### src/sv/fdd_pkg.sv
`timescale 1ns / 1ps
`default_nettype none
// ----------------------------------------------------------------------------
// Follower drive decision package
// Shared types, register indexes, reset values and output codes.
// ----------------------------------------------------------------------------
package fdd_pkg;

  typedef logic [2:0]  cfg_idx_t;
  typedef logic [15:0] cfg_data_t;

  // Register indexes on the configuration port
  localparam cfg_idx_t REG_CRASH_LIMIT  = 3'd0;
  localparam cfg_idx_t REG_LINK_TIMEOUT = 3'd1;
  localparam cfg_idx_t REG_SLOW_LEVEL   = 3'd2;
  localparam cfg_idx_t REG_MEDIUM_LEVEL = 3'd3;
  localparam cfg_idx_t REG_FAST_LEVEL   = 3'd4;
  localparam cfg_idx_t REG_BEEP_SHORT   = 3'd5;
  localparam cfg_idx_t REG_BEEP_MEDIUM  = 3'd6;
  localparam cfg_idx_t REG_BEEP_LONG    = 3'd7;

  // Register reset values
  localparam logic [14:0] RST_CRASH_LIMIT  = 15'd12000;
  localparam logic [15:0] RST_LINK_TIMEOUT = 16'd2000;
  localparam logic [7:0]  RST_SLOW_LEVEL   = 8'd80;
  localparam logic [7:0]  RST_MEDIUM_LEVEL = 8'd160;
  localparam logic [7:0]  RST_FAST_LEVEL   = 8'd220;
  localparam logic [15:0] RST_BEEP_SHORT   = 16'd150;
  localparam logic [15:0] RST_BEEP_MEDIUM  = 16'd400;
  localparam logic [15:0] RST_BEEP_LONG    = 16'd900;

  localparam logic [9:0]  IR_RIGHT_LIMIT = 10'd512;
  localparam logic [15:0] AGE_MAX        = 16'hFFFF;

  // Request kinds
  localparam logic REQ_TICK   = 1'b0;
  localparam logic REQ_PACKET = 1'b1;

  // Leader heading codes (8-bit two's complement)
  localparam logic [7:0] LEADER_LEFT  = 8'hFF;
  localparam logic [7:0] LEADER_RIGHT = 8'h01;

  // Leader zone codes
  localparam logic [7:0] ZONE_MEDIUM = 8'd1;
  localparam logic [7:0] ZONE_SLOW   = 8'd2;
  localparam logic [7:0] ZONE_STOP   = 8'd3;

  // Own heading codes
  typedef logic signed [1:0] heading_t;
  localparam heading_t HEAD_STRAIGHT = 2'sb00;
  localparam heading_t HEAD_RIGHT    = 2'sb01;
  localparam heading_t HEAD_LEFT     = 2'sb11;

  typedef enum logic [2:0] {
    ALERT_NONE         = 3'd0,
    ALERT_OWN_CRASH    = 3'd1,
    ALERT_BLOCKED      = 3'd2,
    ALERT_LEADER_EMERG = 3'd3,
    ALERT_LEADER_BRAKE = 3'd4
  } alert_t;

endpackage
`default_nettype wire

### src/sv/fdd_in_if.sv
`timescale 1ns / 1ps
`default_nettype none
// ----------------------------------------------------------------------------
// Follower drive decision input channel
// Valid/ready channel carrying one tick or leader packet per transaction.
// ----------------------------------------------------------------------------
interface fdd_in_if;
  logic              valid;
  logic              ready;
  logic              req_type;
  logic [9:0]        elapsed_ms;
  logic              ir_left_blocked;
  logic [9:0]        ir_right_level;
  logic signed [15:0] accel_x;
  logic signed [15:0] accel_y;
  logic              pkt_emergency;
  logic              pkt_crash;
  logic              pkt_braking;
  logic signed [7:0] pkt_direction;
  logic [7:0]        pkt_speed;
  logic [7:0]        pkt_zone;

  modport source (
    output valid, req_type, elapsed_ms, ir_left_blocked, ir_right_level,
           accel_x, accel_y, pkt_emergency, pkt_crash, pkt_braking,
           pkt_direction, pkt_speed, pkt_zone,
    input  ready
  );

  modport sink (
    input  valid, req_type, elapsed_ms, ir_left_blocked, ir_right_level,
           accel_x, accel_y, pkt_emergency, pkt_crash, pkt_braking,
           pkt_direction, pkt_speed, pkt_zone,
    output ready
  );
endinterface
`default_nettype wire

### src/sv/fdd_out_if.sv
`timescale 1ns / 1ps
`default_nettype none
// ----------------------------------------------------------------------------
// Follower drive decision result channel
// Valid/ready channel carrying one drive decision per transaction.
// ----------------------------------------------------------------------------
interface fdd_out_if;
  logic              valid;
  logic              ready;
  logic              motors_forward;
  logic [7:0]        left_drive;
  logic [7:0]        right_drive;
  logic signed [1:0] heading;
  logic              brake_flag;
  logic              emergency_flag;
  logic              buzzer_on;
  logic [2:0]        alert_code;
  logic              link_up;
  logic              crash_seen;
  logic              obstacle_left;
  logic              obstacle_right;

  modport source (
    output valid, motors_forward, left_drive, right_drive, heading, brake_flag,
           emergency_flag, buzzer_on, alert_code, link_up, crash_seen,
           obstacle_left, obstacle_right,
    input  ready
  );

  modport sink (
    input  valid, motors_forward, left_drive, right_drive, heading, brake_flag,
           emergency_flag, buzzer_on, alert_code, link_up, crash_seen,
           obstacle_left, obstacle_right,
    output ready
  );
endinterface
`default_nettype wire

### src/sv/follower_drive_decision.sv
`timescale 1ns / 1ps
`default_nettype none
// ----------------------------------------------------------------------------
// Follower drive decision
// Keeps the leader status, link age and beeper, and turns each control tick
// into a motor drive, buzzer and alert decision by fixed priority.
//
//   channel  direction  handshake         per transaction
//   in_if    in         valid/ready       tick sample or leader packet
//   out_if   out        valid/ready       one decision per tick
//   cfg_*    in         write enable      one register write
//
// Each transaction is settled combinationally: the decision logic sits between
// the stored state and the result register, and a new transaction is taken
// every cycle while the result register is empty or being drained.
// Leader packets update state only and produce no result.
// rst_n is synchronous, active low; it restores register defaults, marks the
// link down and silences the beeper.
// A stalled result holds in the output register and holds off new input.
// ----------------------------------------------------------------------------
module follower_drive_decision (
  input  wire                     clk,
  input  wire                     rst_n,
  fdd_in_if.sink                  in_if,
  fdd_out_if.source               out_if,
  input  wire                     cfg_we,
  input  wire fdd_pkg::cfg_idx_t  cfg_index,
  input  wire fdd_pkg::cfg_data_t cfg_wdata
);
  import fdd_pkg::*;

  // Configuration registers
  logic [14:0] crash_limit_r;
  logic [15:0] link_timeout_r;
  logic [7:0]  slow_level_r, medium_level_r, fast_level_r;
  logic [15:0] beep_short_r, beep_medium_r, beep_long_r;

  // Leader status and timers
  logic        leader_emerg_r, leader_crash_r, leader_brake_r;
  logic [7:0]  leader_heading_r, leader_speed_r, leader_zone_r;
  logic [15:0] link_age_r, link_age_nxt;
  logic        buzz_active_r, buzz_active_nxt;
  logic [15:0] buzz_rem_r, buzz_rem_nxt;

  // Result register
  logic        out_valid_r;
  logic        fwd_r, brake_r, emerg_r, buzz_r, link_r, crash_r, obl_r, obr_r;
  logic [7:0]  ld_r, rd_r;
  heading_t    hd_r;
  alert_t      alert_r;

  // Decision signals
  logic        accept, is_tick;
  logic [16:0] age_sum;
  logic [15:0] rem_dec;
  logic        active_dec;
  logic        link, obl, obr, crash;
  logic [15:0] mag_x, mag_y;
  logic        fwd, brake, emerg, beep_req;
  logic [15:0] beep_len;
  logic [7:0]  ld, rd, zone_speed;
  heading_t    hd;
  alert_t      alert;

  // Take a new transaction when the result register is free or draining
  assign in_if.ready = !out_valid_r || out_if.ready;
  assign accept      = in_if.valid && in_if.ready;
  assign is_tick     = (in_if.req_type == REQ_TICK);

  // Advance link age with saturation and count the beeper down
  assign age_sum    = {1'b0, link_age_r} + {7'd0, in_if.elapsed_ms};
  assign rem_dec    = (buzz_rem_r > {6'd0, in_if.elapsed_ms})
                      ? buzz_rem_r - {6'd0, in_if.elapsed_ms} : 16'd0;
  assign active_dec = buzz_active_r && (rem_dec != 16'd0);

  always_comb begin
    link_age_nxt = age_sum[16] ? AGE_MAX : age_sum[15:0];
  end

  // Sensor conditions; magnitude of 0x8000 wraps to 32768, above any threshold
  assign mag_x = in_if.accel_x[15] ? 16'd0 - in_if.accel_x : in_if.accel_x;
  assign mag_y = in_if.accel_y[15] ? 16'd0 - in_if.accel_y : in_if.accel_y;
  assign crash = (mag_x > {1'b0, crash_limit_r}) ||
                 (mag_y > {1'b0, crash_limit_r});
  assign link  = link_age_nxt < link_timeout_r;
  assign obl   = in_if.ir_left_blocked;
  assign obr   = in_if.ir_right_level < IR_RIGHT_LIMIT;

  always_comb begin
    case (leader_zone_r)
      ZONE_SLOW:   zone_speed = slow_level_r;
      ZONE_MEDIUM: zone_speed = medium_level_r;
      default:     zone_speed = fast_level_r;
    endcase
  end

  // Fixed priority decision
  always_comb begin
    fwd      = 1'b0;
    ld       = 8'd0;
    rd       = 8'd0;
    hd       = HEAD_STRAIGHT;
    brake    = 1'b0;
    emerg    = 1'b0;
    beep_req = 1'b0;
    beep_len = beep_short_r;
    alert    = ALERT_NONE;
    if (crash) begin
      brake = 1'b1; emerg = 1'b1; beep_req = 1'b1; beep_len = beep_long_r;
      alert = ALERT_OWN_CRASH;
    end else if (obl && obr) begin
      brake = 1'b1; beep_req = 1'b1; beep_len = beep_medium_r;
      alert = ALERT_BLOCKED;
    end else if (obl) begin
      // steer right, away from the left obstacle
      fwd = 1'b1; ld = medium_level_r; rd = {1'b0, medium_level_r[7:1]};
      hd = HEAD_RIGHT; beep_req = 1'b1;
    end else if (obr) begin
      fwd = 1'b1; ld = {1'b0, medium_level_r[7:1]}; rd = medium_level_r;
      hd = HEAD_LEFT; beep_req = 1'b1;
    end else if (!link) begin
      brake = 1'b1;
    end else if (leader_emerg_r || leader_crash_r) begin
      brake = 1'b1; emerg = 1'b1; beep_req = 1'b1; beep_len = beep_long_r;
      alert = ALERT_LEADER_EMERG;
    end else if (leader_brake_r) begin
      brake = 1'b1; beep_req = 1'b1; beep_len = beep_medium_r;
      alert = ALERT_LEADER_BRAKE;
    end else if (leader_heading_r == LEADER_LEFT) begin
      fwd = 1'b1; ld = {1'b0, leader_speed_r[7:1]}; rd = leader_speed_r;
      hd = HEAD_LEFT;
    end else if (leader_heading_r == LEADER_RIGHT) begin
      fwd = 1'b1; ld = leader_speed_r; rd = {1'b0, leader_speed_r[7:1]};
      hd = HEAD_RIGHT;
    end else if (leader_zone_r == ZONE_STOP) begin
      brake = 1'b1;
    end else begin
      fwd = 1'b1; ld = zone_speed; rd = zone_speed;
    end
  end

  // A beep starts only when none is still running after the countdown
  always_comb begin
    buzz_active_nxt = active_dec;
    buzz_rem_nxt    = rem_dec;
    if (beep_req && !active_dec) begin
      buzz_active_nxt = 1'b1;
      buzz_rem_nxt    = beep_len;
    end
  end

  // Configuration writes
  always_ff @(posedge clk) begin
    if (!rst_n) begin
      crash_limit_r  <= RST_CRASH_LIMIT;
      link_timeout_r <= RST_LINK_TIMEOUT;
      slow_level_r   <= RST_SLOW_LEVEL;
      medium_level_r <= RST_MEDIUM_LEVEL;
      fast_level_r   <= RST_FAST_LEVEL;
      beep_short_r   <= RST_BEEP_SHORT;
      beep_medium_r  <= RST_BEEP_MEDIUM;
      beep_long_r    <= RST_BEEP_LONG;
    end else if (cfg_we) begin
      case (cfg_index)
        REG_CRASH_LIMIT:  crash_limit_r  <= cfg_wdata[14:0];
        REG_LINK_TIMEOUT: link_timeout_r <= cfg_wdata;
        REG_SLOW_LEVEL:   slow_level_r   <= cfg_wdata[7:0];
        REG_MEDIUM_LEVEL: medium_level_r <= cfg_wdata[7:0];
        REG_FAST_LEVEL:   fast_level_r   <= cfg_wdata[7:0];
        REG_BEEP_SHORT:   beep_short_r   <= cfg_wdata;
        REG_BEEP_MEDIUM:  beep_medium_r  <= cfg_wdata;
        REG_BEEP_LONG:    beep_long_r    <= cfg_wdata;
        default: ;
      endcase
    end
  end

  // Leader status, link age and beeper state
  always_ff @(posedge clk) begin
    if (!rst_n) begin
      leader_emerg_r   <= 1'b0;
      leader_crash_r   <= 1'b0;
      leader_brake_r   <= 1'b0;
      leader_heading_r <= 8'd0;
      leader_speed_r   <= 8'd0;
      leader_zone_r    <= 8'd0;
      link_age_r       <= AGE_MAX;
      buzz_active_r    <= 1'b0;
      buzz_rem_r       <= 16'd0;
    end else if (accept) begin
      if (is_tick) begin
        link_age_r    <= link_age_nxt;
        buzz_active_r <= buzz_active_nxt;
        buzz_rem_r    <= buzz_rem_nxt;
      end else begin
        // leader packet: latch status and restart the link age
        leader_emerg_r   <= in_if.pkt_emergency;
        leader_crash_r   <= in_if.pkt_crash;
        leader_brake_r   <= in_if.pkt_braking;
        leader_heading_r <= in_if.pkt_direction;
        leader_speed_r   <= in_if.pkt_speed;
        leader_zone_r    <= in_if.pkt_zone;
        link_age_r       <= 16'd0;
      end
    end
  end

  // Result valid: set by an accepted tick, drop once taken
  always_ff @(posedge clk) begin
    if (!rst_n) begin
      out_valid_r <= 1'b0;
    end else if (accept && is_tick) begin
      out_valid_r <= 1'b1;
    end else if (out_if.ready) begin
      out_valid_r <= 1'b0;
    end
  end

  // Result payload
  always_ff @(posedge clk) begin
    if (accept && is_tick) begin
      fwd_r   <= fwd;
      ld_r    <= ld;
      rd_r    <= rd;
      hd_r    <= hd;
      brake_r <= brake;
      emerg_r <= emerg;
      buzz_r  <= buzz_active_nxt;
      alert_r <= alert;
      link_r  <= link;
      crash_r <= crash;
      obl_r   <= obl;
      obr_r   <= obr;
    end
  end

  assign out_if.valid          = out_valid_r;
  assign out_if.motors_forward = fwd_r;
  assign out_if.left_drive     = ld_r;
  assign out_if.right_drive    = rd_r;
  assign out_if.heading        = hd_r;
  assign out_if.brake_flag     = brake_r;
  assign out_if.emergency_flag = emerg_r;
  assign out_if.buzzer_on      = buzz_r;
  assign out_if.alert_code     = alert_r;
  assign out_if.link_up        = link_r;
  assign out_if.crash_seen     = crash_r;
  assign out_if.obstacle_left  = obl_r;
  assign out_if.obstacle_right = obr_r;

endmodule
`default_nettype wire

### src/flat_wrapper.sv
// flat-port wrapper written by rule: the top's interface ports become plain ports
module follower_drive_decision_flat import fdd_pkg::*;
  (clk, rst_n, cfg_we, cfg_index, cfg_wdata, in_if_valid, in_if_req_type, in_if_elapsed_ms, in_if_ir_left_blocked, in_if_ir_right_level, in_if_accel_x, in_if_accel_y, in_if_pkt_emergency, in_if_pkt_crash, in_if_pkt_braking, in_if_pkt_direction, in_if_pkt_speed, in_if_pkt_zone, in_if_ready, out_if_valid, out_if_motors_forward, out_if_left_drive, out_if_right_drive, out_if_heading, out_if_brake_flag, out_if_emergency_flag, out_if_buzzer_on, out_if_alert_code, out_if_link_up, out_if_crash_seen, out_if_obstacle_left, out_if_obstacle_right, out_if_ready);
  fdd_in_if in_if_i ();
  fdd_out_if out_if_i ();
  input  wire clk;
  input  wire rst_n;
  input  wire cfg_we;
  input  wire fdd_pkg::cfg_idx_t cfg_index;
  input  wire fdd_pkg::cfg_data_t cfg_wdata;
  input wire logic [$bits(in_if_i.valid)-1:0] in_if_valid;
  input wire logic [$bits(in_if_i.req_type)-1:0] in_if_req_type;
  input wire logic [$bits(in_if_i.elapsed_ms)-1:0] in_if_elapsed_ms;
  input wire logic [$bits(in_if_i.ir_left_blocked)-1:0] in_if_ir_left_blocked;
  input wire logic [$bits(in_if_i.ir_right_level)-1:0] in_if_ir_right_level;
  input wire logic [$bits(in_if_i.accel_x)-1:0] in_if_accel_x;
  input wire logic [$bits(in_if_i.accel_y)-1:0] in_if_accel_y;
  input wire logic [$bits(in_if_i.pkt_emergency)-1:0] in_if_pkt_emergency;
  input wire logic [$bits(in_if_i.pkt_crash)-1:0] in_if_pkt_crash;
  input wire logic [$bits(in_if_i.pkt_braking)-1:0] in_if_pkt_braking;
  input wire logic [$bits(in_if_i.pkt_direction)-1:0] in_if_pkt_direction;
  input wire logic [$bits(in_if_i.pkt_speed)-1:0] in_if_pkt_speed;
  input wire logic [$bits(in_if_i.pkt_zone)-1:0] in_if_pkt_zone;
  output wire logic [$bits(in_if_i.ready)-1:0] in_if_ready;
  output wire logic [$bits(out_if_i.valid)-1:0] out_if_valid;
  output wire logic [$bits(out_if_i.motors_forward)-1:0] out_if_motors_forward;
  output wire logic [$bits(out_if_i.left_drive)-1:0] out_if_left_drive;
  output wire logic [$bits(out_if_i.right_drive)-1:0] out_if_right_drive;
  output wire logic [$bits(out_if_i.heading)-1:0] out_if_heading;
  output wire logic [$bits(out_if_i.brake_flag)-1:0] out_if_brake_flag;
  output wire logic [$bits(out_if_i.emergency_flag)-1:0] out_if_emergency_flag;
  output wire logic [$bits(out_if_i.buzzer_on)-1:0] out_if_buzzer_on;
  output wire logic [$bits(out_if_i.alert_code)-1:0] out_if_alert_code;
  output wire logic [$bits(out_if_i.link_up)-1:0] out_if_link_up;
  output wire logic [$bits(out_if_i.crash_seen)-1:0] out_if_crash_seen;
  output wire logic [$bits(out_if_i.obstacle_left)-1:0] out_if_obstacle_left;
  output wire logic [$bits(out_if_i.obstacle_right)-1:0] out_if_obstacle_right;
  input wire logic [$bits(out_if_i.ready)-1:0] out_if_ready;
  assign in_if_i.valid = in_if_valid;
  assign in_if_i.req_type = in_if_req_type;
  assign in_if_i.elapsed_ms = in_if_elapsed_ms;
  assign in_if_i.ir_left_blocked = in_if_ir_left_blocked;
  assign in_if_i.ir_right_level = in_if_ir_right_level;
  assign in_if_i.accel_x = in_if_accel_x;
  assign in_if_i.accel_y = in_if_accel_y;
  assign in_if_i.pkt_emergency = in_if_pkt_emergency;
  assign in_if_i.pkt_crash = in_if_pkt_crash;
  assign in_if_i.pkt_braking = in_if_pkt_braking;
  assign in_if_i.pkt_direction = in_if_pkt_direction;
  assign in_if_i.pkt_speed = in_if_pkt_speed;
  assign in_if_i.pkt_zone = in_if_pkt_zone;
  assign in_if_ready = in_if_i.ready;
  assign out_if_valid = out_if_i.valid;
  assign out_if_motors_forward = out_if_i.motors_forward;
  assign out_if_left_drive = out_if_i.left_drive;
  assign out_if_right_drive = out_if_i.right_drive;
  assign out_if_heading = out_if_i.heading;
  assign out_if_brake_flag = out_if_i.brake_flag;
  assign out_if_emergency_flag = out_if_i.emergency_flag;
  assign out_if_buzzer_on = out_if_i.buzzer_on;
  assign out_if_alert_code = out_if_i.alert_code;
  assign out_if_link_up = out_if_i.link_up;
  assign out_if_crash_seen = out_if_i.crash_seen;
  assign out_if_obstacle_left = out_if_i.obstacle_left;
  assign out_if_obstacle_right = out_if_i.obstacle_right;
  assign out_if_i.ready = out_if_ready;
  follower_drive_decision u_core (.clk(clk), .rst_n(rst_n), .in_if(in_if_i), .out_if(out_if_i), .cfg_we(cfg_we), .cfg_index(cfg_index), .cfg_wdata(cfg_wdata));
endmodule
### config.mk
export PLATFORM = sky130hd
export DESIGN_NAME = follower_drive_decision_flat
export DESIGN_NICKNAME = d
export VERILOG_FILES = /design/src/sv/fdd_pkg.sv /design/src/sv/fdd_in_if.sv /design/src/sv/fdd_out_if.sv /design/src/sv/follower_drive_decision.sv /design/src/flat_wrapper.sv
export SDC_FILE = /design/constraint.sdc
export NUM_CORES = 1
export LEC_CHECK = 0
export BUFFER_PORTS_ARGS = -buffer_cell sky130_fd_sc_hd__buf_2
export CAP_MARGIN = 20
export CORE_UTILIZATION = 40
export CTS_CLUSTER_DIAMETER = 60
export DETAILED_ROUTE_END_ITERATION = 16
export SETUP_SLACK_MARGIN = 0.3
export SLEW_MARGIN = 10
export SYNTH_ARGS = -nofsm -noshare
export SYNTH_HDL_FRONTEND = slang
export SYNTH_SLANG_ARGS = --single-unit
export TNS_END_PERCENT = 100
### constraint.sdc
create_clock -name clk -period 5.6 [get_ports clk]
set_input_delay 0 -clock clk [delete_from_list [all_inputs] [get_ports clk]]
set_output_delay 0 -clock clk [all_outputs]
set_load 0.05 [all_outputs]
# Yosys cells after proc, flatten, opt, wreduce, memory -nomap -nowiden
# Index checks and enable logic that the tools add are counted.
# word_totals
ff_bits	193
inputBits	105
output_inout_bits	31
wordCells	155
# op_classes
add_sub_neg	4
order_cmp	5
n_eq_ne	12
n_mux	73
bitwise	2
n_reduce_logical	26
# ops
operator	n
$mux 16	13
$mux 8	14
$mux 1	33
$gt 16x15->1	2
$sub 1x16->16 const A	2
$mux 2	10
$reduce_and 2->1	10
$add 16x10->17	1
$eq 8x1->1 const B	2
$eq 8x2->1 const B	2
$gt 16x10->1	1
$lt 16x16->1	1
$pmux 8 s2	1
$reduce_bool 16->1	1
$sub 16x10->16	1
$eq 3x3->1 const B	4
$lt 10x10->1 const B	1
$eq 8x8->1 const B	1
$mux 7	1
$eq 3x2->1 const B	2
$reduce_or 6->1	1
$logic_and 1x1->1	5
$eq 3x1->1 const B	1
$logic_not 3->1	1
7 further kinds	11

# Depth between registers and ports, before layout
# Gate-level depths: netlist of the first run.
# logic_depth
depth_word	10
depth_mapped	21
depth_no_buf	19

# Worst setup path before layout of the first run
# OpenSTA, ideal clock, no wires.
# synth_path
kind	flip-flop to flip-flop
from	register u_core.link_age_r[0]
to	register u_core.buzz_rem_r[2]
setup_time_ns	0.120
arrival_time_ns	4.898
required_time_ns	5.480
slack_ns	0.582
stages_incl_launch_ff	21
n_path_buf	3
period_less_slack_ns	5.018
cell_sequence	dfxtp_1 ha_1 fa_1 a21oi_1 o21bai_1 o31ai_1 o21a_1 or3_1 clkbuf_1 o21ai_0 ha_1 nand4_1 nor4_1 nand2_1 o41ai_1 clkbuf_1 nor3_1 clkbuf_1 a221oi_1 o31ai_1 a211o_1
# synth_between
elab_chain_cells	10
elab_cells_between_ends	15
cone_classes	add/sub: 1; order compare: 1; mux: 12; reduce/logical: 1
# synth_rtl
element	line	rtl
start, declared	follower_drive_decision.sv:41	logic [15:0] link_age_r, link_age_nxt;
start signal, assigned	follower_drive_decision.sv:192	link_age_r <= link_age_nxt;
$add 16x10->17 (*)	follower_drive_decision.sv:71	assign age_sum = {1'b0, link_age_r} + {7'd0, in_if.elapsed_ms};
$mux 16 (*)	follower_drive_decision.sv:77	link_age_nxt = age_sum[16] ? AGE_MAX : age_sum[15:0];
$lt 16x16->1 (*)	follower_drive_decision.sv:85	assign link = link_age_nxt < link_timeout_r;
$mux 1	follower_drive_decision.sv:121	end else if (!link) begin
$mux 1	follower_drive_decision.sv:118	end else if (obr) begin
$mux 1	follower_drive_decision.sv:114	end else if (obl) begin
$mux 1	follower_drive_decision.sv:111	end else if (obl && obr) begin
$mux 1	follower_drive_decision.sv:108	if (crash) begin
$logic_and 1x1->1	follower_drive_decision.sv:146	if (beep_req && !active_dec) begin
$mux 16 (*)	follower_drive_decision.sv:146	
end signal, assigned	follower_drive_decision.sv:194	buzz_rem_r <= buzz_rem_nxt;
end, declared	follower_drive_decision.sv:43	logic [15:0] buzz_rem_r, buzz_rem_nxt;
# Every way passes the cells marked *; elsewhere a longest branch is shown, timed or not.
# A chain may end at the register's enable or synchronous reset.

# Final worst setup path of the first run
# layout_path
from	register u_core.link_age_r[1]
to	register u_core.buzz_rem_r[10]
# The elaborated chain is that of the path after synthesis.

==> results_dict.tcl, run 1 <==
set metrics [dict create \
    synthTopCellsByCount "315 x nand2_1, 164 x dfxtp_1, 162 x a21oi_1" \
    holdPathStages 4 \
    pwr-share-seq 0.415 \
    r2r_end "u_core.buzz_rem_r[10]$_SDFFE_PN0P_" \
    timing.final.hold_violations 0 \
    intPower_mw 2.40 \
    dpl_cell_area_um2 12300 \
    yosys_warnings 0 \
    die_y_um 171 \
    clock_latency_ns 0.45 \
    worstMarginPinSlew_ns 1.11 \
    ys_async_sr_fraction 0 \
    reg2reg_depth 20 \
    place_inst 1902 \
    cts_tree "done" \
    fp-row-count 61 \
    setup.worst_path.end_class "register" \
    routedWlPerCell_um 16.9 \
    synth_cell_types 70 \
    r2r_start "u_core.link_age_r[1]$_SDFFE_PN1P_" \
    dp_slack_ns 0.418 \
    synth_nets 1640 \
    final.setup.tns_ns 0 \
    drive_above_1_share 0.135 \
    synth-seq-cells 192 \
    grt_pass1_vias 9989 \
    ys_seq_area_frac 0.361 \
    post-route-period-util 0.892 \
    finalCriticalPeriod_ns 5.00 \
    gp_congestion 0.859 \
    fmax_ghz 0.200 \
    peakVddDrop_v 0.000233 \
    yosysMostFrequentCell "nand2_1" \
    grt-ovfl-total 0 \
    cp_max_fo 8 \
    hold_class "input pin to register" \
    port_buffers 126 \
    drcViolationCount 0 \
    wl_mm 33.5 \
    switching_power_mw 1.21 \
    htreeDepth 4 \
    clockRootBuffer "clkbuf_16" \
    firstDrtPassIters 6 \
    syn_inst 1466 \
    min_to "u_core.link_age_r[0]$_SDFFE_PN1P_" \
    initialDrtViolationCount 1024 \
    diodes 0 \
    syn_area_um2 11400 \
    synth_edf_count 28 \
    hpwl_mm 23.9 \
    setup_ws_ns 0.603 \
    grt.total_usage 0.231 \
    area_growth_syn_to_layout_pct 18.3 \
    utilization 0.484 \
    viasPerCell 5.59 \
    ys.flop_type "dfxtp_1" \
    vias 11106 \
    yosys.area.top_type "dfxtp_1" \
    cap_violations 0 \
    rrSetupSlack_ns 0.60 \
    p_per_area_nw_per_um2 267 \
    synth_top_area_share 0.287 \
    drv_slew 0 \
    final_area_um2 13500 \
    cts.clk_slew.worst_paths_ns 0.08 \
    comb_power_share 0.242 \
    cts.sinks 192 \
    cts_buffer_depth 2 \
    relSlewSlack 0.261 \
    ant_nets 0 \
    fin_nets 1768 \
    start_util 0.409 \
    grt_max_degree 88 \
    switching_share 0.336 \
    fin_cells 1985 \
    startpoint_type "register" \
    synth_area_leaders "dfxtp_1 29%, nand2_1 10%, edfxtp_1 7.4%, ha_1 7.3%, a21oi_1 7.1%" \
    hold_start "in_if_elapsed_ms[0]" \
    dieArea_um2 29300 \
    setup_violations 0 \
    grt_antenna_before_repair 0 \
    core_area_um2 27900 \
    grt_pass1_wl_mm 52.8 \
    crit_type "register to register" \
    p_clk_frac 0.343 \
    die_w_um 171 \
    worstPathRequired_ns 5.94 \
    skew_ns 0.0122 \
    io_pins 136 \
    arrival_ns 5.33 \
    fin_total_pwr_mw 3.62 \
    rsz0062_at_grt "no" \
    fin_hold_ws_ns 0.0198 \
    cts_buffers 17 \
    status "finished clean" \
    p_leak_nw 5.40 \
    synth.avg_cell_area_um2 7.80 \
]
## metal layers
| layer | up-vias | track usage | routed length (um) |
|---|---|---|---|
| met1 | 5209 | 0.323 | 15700 |
| met5 | - | 0 | 0 |
| met3 | 41 | 0.0319 | 1820 |
| li1 | 5481 | - | - |
| met2 | 375 | 0.370 | 15500 |
| met4 | 0 | 0.0586 | 519 |
## state kept, by name, indices dropped and copies added, names as in the netlist, 15 cells and up
name	cells
u_core.crash_limit_r	15
u_core.link_timeout_r	16
u_core.beep_long_r	16
u_core.buzz_rem_r	16
u_core.beep_medium_r	16
u_core.beep_short_r	16
u_core.link_age_r	16
## worst max-delay path by stage
| stage | start | endpoint | slack (ns) |
|---|---|---|---|
| detailed placement | u_core.link_age_r[0]$_SDFFE_PN1P_ | u_core.buzz_rem_r[2]$_SDFFE_PN0P_ | 0.42 |
| floorplan | u_core.link_age_r[0]$_SDFFE_PN1P_ | u_core.buzz_rem_r[2]$_SDFFE_PN0P_ | 0.58 |
| global placement | u_core.link_age_r[0]$_SDFFE_PN1P_ | u_core.buzz_rem_r[10]$_SDFFE_PN0P_ | 0.43 |
| finish | u_core.link_age_r[1]$_SDFFE_PN1P_ | u_core.buzz_rem_r[10]$_SDFFE_PN0P_ | 0.60 |
| CTS | u_core.link_age_r[0]$_SDFFE_PN1P_ | u_core.out_if.left_drive[7]$_SDFFCE_PP0P_ | 0.40 |
| global route | u_core.link_age_r[0]$_SDFFE_PN1P_ | u_core.buzz_rem_r[0]$_SDFFE_PN0P_ | 0.36 |
## layout by cell type (no fill, tap or decap), drive strengths merged, types with 22 or more instances in the layout
cell | Yosys | routed
a21oi | 164 | 164
edfxtp | 28 | 28
dfxtp | 164 | 164
buf | 17 | 150
o211ai | 22 | 22
xnor2 | 37 | 37
a221o | 22 | 22
nor3 | 22 | 22
nor2 | 94 | 94
nand2 | 315 | 315
nand3 | 53 | 53
inv | 57 | 61
nor2b | 24 | 24
a31oi | 22 | 22
dlygate4sd3 | 0 | 45
o21ai | 44 | 44
ha | 67 | 67
## layout make-up
class,count,area [um^2]
Sequential cell,192,4120
Clock inverter,15,188
Timing Repair Buffer,195,1270
Tap cell,378,473
Inverter,57,215
Multi-Input combinational cell,1131,6830
Clock buffer,17,425
Fill cell,2783,14400
## logic make-up (layout without fill, tap and decap cells)
kind of cell	Yosys count	in the layout	synth area share
flip-flops	192	192	0.361
AND/OR/NAND/NOR	603	603	0.237
XOR/XNOR	43	43	0.0329
multiplexers	10	10	0.00887
AO/OA/AOI/OAI	406	406	0.235
adder cells (fa/ha/maj)	69	69	0.0768
buffers and inverters	143	284	0.0489
## critical path: stages (launching register included)
cell and delay, ns:
dfxtp_1 0.38, ha_1 0.25, a21o_1 0.17, a21oi_2 0.17, o21bai_1 0.11, a31oi_1 0.26
o21ai_0 0.17, a21bo_2 0.28, and4_1 0.20, a21oi_1 0.25, ha_1 0.32, nand4_1 0.18
nor2_1 0.06, o31a_1 0.12, or4_4 0.56, or2_1 0.31, buf_4 0.21, a221o_1 0.34
o21ai_0 0.07, o21ai_0 0.11, a221o_1 0.35
## power by group through the flow
stage	Sequential [mW]	Combinational [mW]	Clock, mW
after floorplan	1.55	0.571	0
after global placement	1.53	0.813	0
after detailed placement	1.53	0.824	0
after CTS	1.50	0.853	1.26
after global routing	1.51	0.971	1.32
final	1.50	0.874	1.24
## what timing repair did
action | CTS | global route
resized for setup | 0 | 16
endpoints found under the setup margin | 0 | 35
hold buffers | 45 | 0
buffers inserted | 0 | 5
endpoints found under the hold margin | 132 | 0
(Power assumes the default switching activity.)
==> inputs of run 2 (changes only) <==
--- a/config.mk
+++ b/config.mk
@@ -7,9 +7,10 @@
 export LEC_CHECK = 0
 export BUFFER_PORTS_ARGS = -buffer_cell sky130_fd_sc_hd__buf_2
 export CAP_MARGIN = 20
-export CORE_UTILIZATION = 40
+export CORE_UTILIZATION = 58
 export CTS_CLUSTER_DIAMETER = 60
 export DETAILED_ROUTE_END_ITERATION = 16
+export PLACE_DENSITY = 0.79
 export SETUP_SLACK_MARGIN = 0.3
 export SLEW_MARGIN = 10
 export SYNTH_ARGS = -nofsm -noshare
==> run 2 against run 1 <==
  * First-iteration DRC count down 6.1%
  * Worst setup slack worse by 0.051 ns
  * Critical path type unchanged
  * Register-to-register slack worse by 0.05 ns
  * Via count up 1.3%
  * Design area down 1.1%
==> results_dict.tcl, run 2 (same netlist as run 1, synthesis figures left out) <==
set metrics [dict create \
    arrival_ns 5.44 \
    timing.final.hold_violations 0 \
    firstDrtPassIters 6 \
    port_buffers 126 \
    drive_above_1_share 0.134 \
    hold_class "input pin to register" \
    crit_type "register to register" \
    path_common_cell "buf_4" \
    dpl_cell_area_um2 12200 \
    final.setup.tns_ns 0 \
    startpoint_type "register" \
    fp-row-count 50 \
    grt.total_usage 0.319 \
    grt-ovfl-total 0 \
    diodes 0 \
    vias 11247 \
    setup.worst_path.end_class "register" \
    cts.sinks 192 \
    hpwl_mm 22.4 \
    grt_pass1_wl_mm 50.8 \
    drcViolationCount 0 \
    rsz0062_at_grt "no" \
    start_util 0.601 \
    cts.clk_slew.worst_paths_ns 0.08 \
    grt_pass1_vias 10377 \
    critical_path.cell_chain "ha_1, fa_1, a21oi_1, o21bai_1, o31ai_2, buf_4, o21ai_0, a31oi_1, o21ai_0, ha_1, nand4_1, nor4_2, nand2_1, o41ai_1, buf_4, buf_12, or2_1, buf_4, a221oi_1, o31ai_1, a211o_1" \
    place_inst 1786 \
    clockRootBuffer "clkbuf_16" \
    worstMarginPinSlew_ns 1.09 \
    die_w_um 142 \
    die_y_um 142 \
    gp_congestion 0.910 \
    core_area_um2 19000 \
    clock_latency_ns 0.45 \
    cap_violations 0 \
    cp_max_fo 12 \
    grt_antenna_before_repair 0 \
    relSlewSlack 0.271 \
    wl_mm 32.1 \
    p_leak_nw 5.40 \
    rrSetupSlack_ns 0.55 \
    peakVddDrop_v 0.000207 \
    status "finished clean" \
    fin_nets 1768 \
    skew_ns 0.0132 \
    fill_cells 1633 \
    fin_cells 1867 \
    cp_slowest_stage_delay_ns 0.44 \
    most-common-layout-cells "315 x nand2_1, 164 x dfxtp_1, 161 x a21oi_1" \
    post-route-period-util 0.901 \
    fin_total_pwr_mw 3.63 \
    area_growth_syn_to_layout_pct 17.0 \
    cts_buffer_depth 2 \
    dieArea_um2 20300 \
    cts_tree "done" \
    setup_violations 0 \
    ant_nets 0 \
    drv_slew 0 \
    grt_max_degree 57 \
    fmax_ghz 0.198 \
    finalCriticalPeriod_ns 5.05 \
    initialDrtViolationCount 962 \
    htreeDepth 4 \
    final_common_cell "nand2_1" \
    viasPerCell 6.02 \
    critPathSlowestCell "o31ai_1" \
    worstPathRequired_ns 5.99 \
    routedWlPerCell_um 17.2 \
    final_area_um2 13400 \
    cts_buffers 17 \
    io_pins 136 \
    utilization 0.703 \
    p_per_area_nw_per_um2 271 \
]
## run 2: cell types whose count changed in the layout (fill, tap and decap cells not counted), sizes merged
cell	before	now
inv	61	64
clkinv	10	6
clkbuf	17	18
## run 2: final timing paths
kind / endpoint / cells after the start / from
worst max register to register: u_core.buzz_rem_r[2]$_SDFFE_PN0P_ / 21 / u_core.link_age_r[0]$_SDFFE_PN1P_
worst min register to register: u_core.link_timeout_r[13]$_SDFFE_PN0P_ / 2 / u_core.link_timeout_r[13]$_SDFFE_PN0P_
worst min-delay path: u_core.link_age_r[0]$_SDFFE_PN1P_ / 4 / in_if_elapsed_ms[0]
worst max-delay path: u_core.buzz_rem_r[2]$_SDFFE_PN0P_ / 21 / u_core.link_age_r[0]$_SDFFE_PN1P_
## run 2: worst max-delay path, delay by kind of cell (launching register included)
family,cells,cell delay (ns)
AOI/OAI and AO/OA,10,2.32
adders and majority gates,3,0.98
buffers and inverters,4,0.68
DFF,1,0.32
and+or+nand+nor,4,0.68
## run 2: final cells by class
type                    instances  area, um^2  area share
multi-input cells            1131        6810       0.509
repair buffers                195        1290      0.0967
clock buffers                  18         450      0.0337
well taps                     260         325      0.0243
inverters                      57         215      0.0161
clock inverters                14         159      0.0119
flip-flops and latches        192        4120       0.308
## run 2: metrics by stage
step | hold slack (ns) | setup WS [ns]
after global placement | 0.243 | 0.384
after CTS | 0.00980 | 0.327
final | 0.0212 | 0.552
after floorplan | 0.0989 | 0.582
after detailed placement | 0.245 | 0.338
after global routing | 0.0280 | 0.262
## run 2: power by group
| part | total [mW] | internal [mW] | switching (mW) |
|---|---|---|---|
| Clock | 1.25 | 0.628 | 0.623 |
| Combinational | 0.875 | 0.336 | 0.538 |
| Sequential | 1.50 | 1.46 | 0.0453 |
## run 2: layer usage
metal  up-vias  track usage  share of wire
met4         0        0.145          0.035
met5         -            0              0
met3        91       0.0575          0.081
met1      5181        0.413           0.42
met2       487        0.518           0.46
li1       5488            -              -
## run 2: repair_timing
item / 4_1_cts / 5_1_grt
pin swaps: 0 / 1
setup buffers: 0 / 3
setup endpoints to repair: 2 / 35
gates resized for setup: 1 / 10
hold endpoints to repair: 132 / 0
hold buffers: 45 / 0
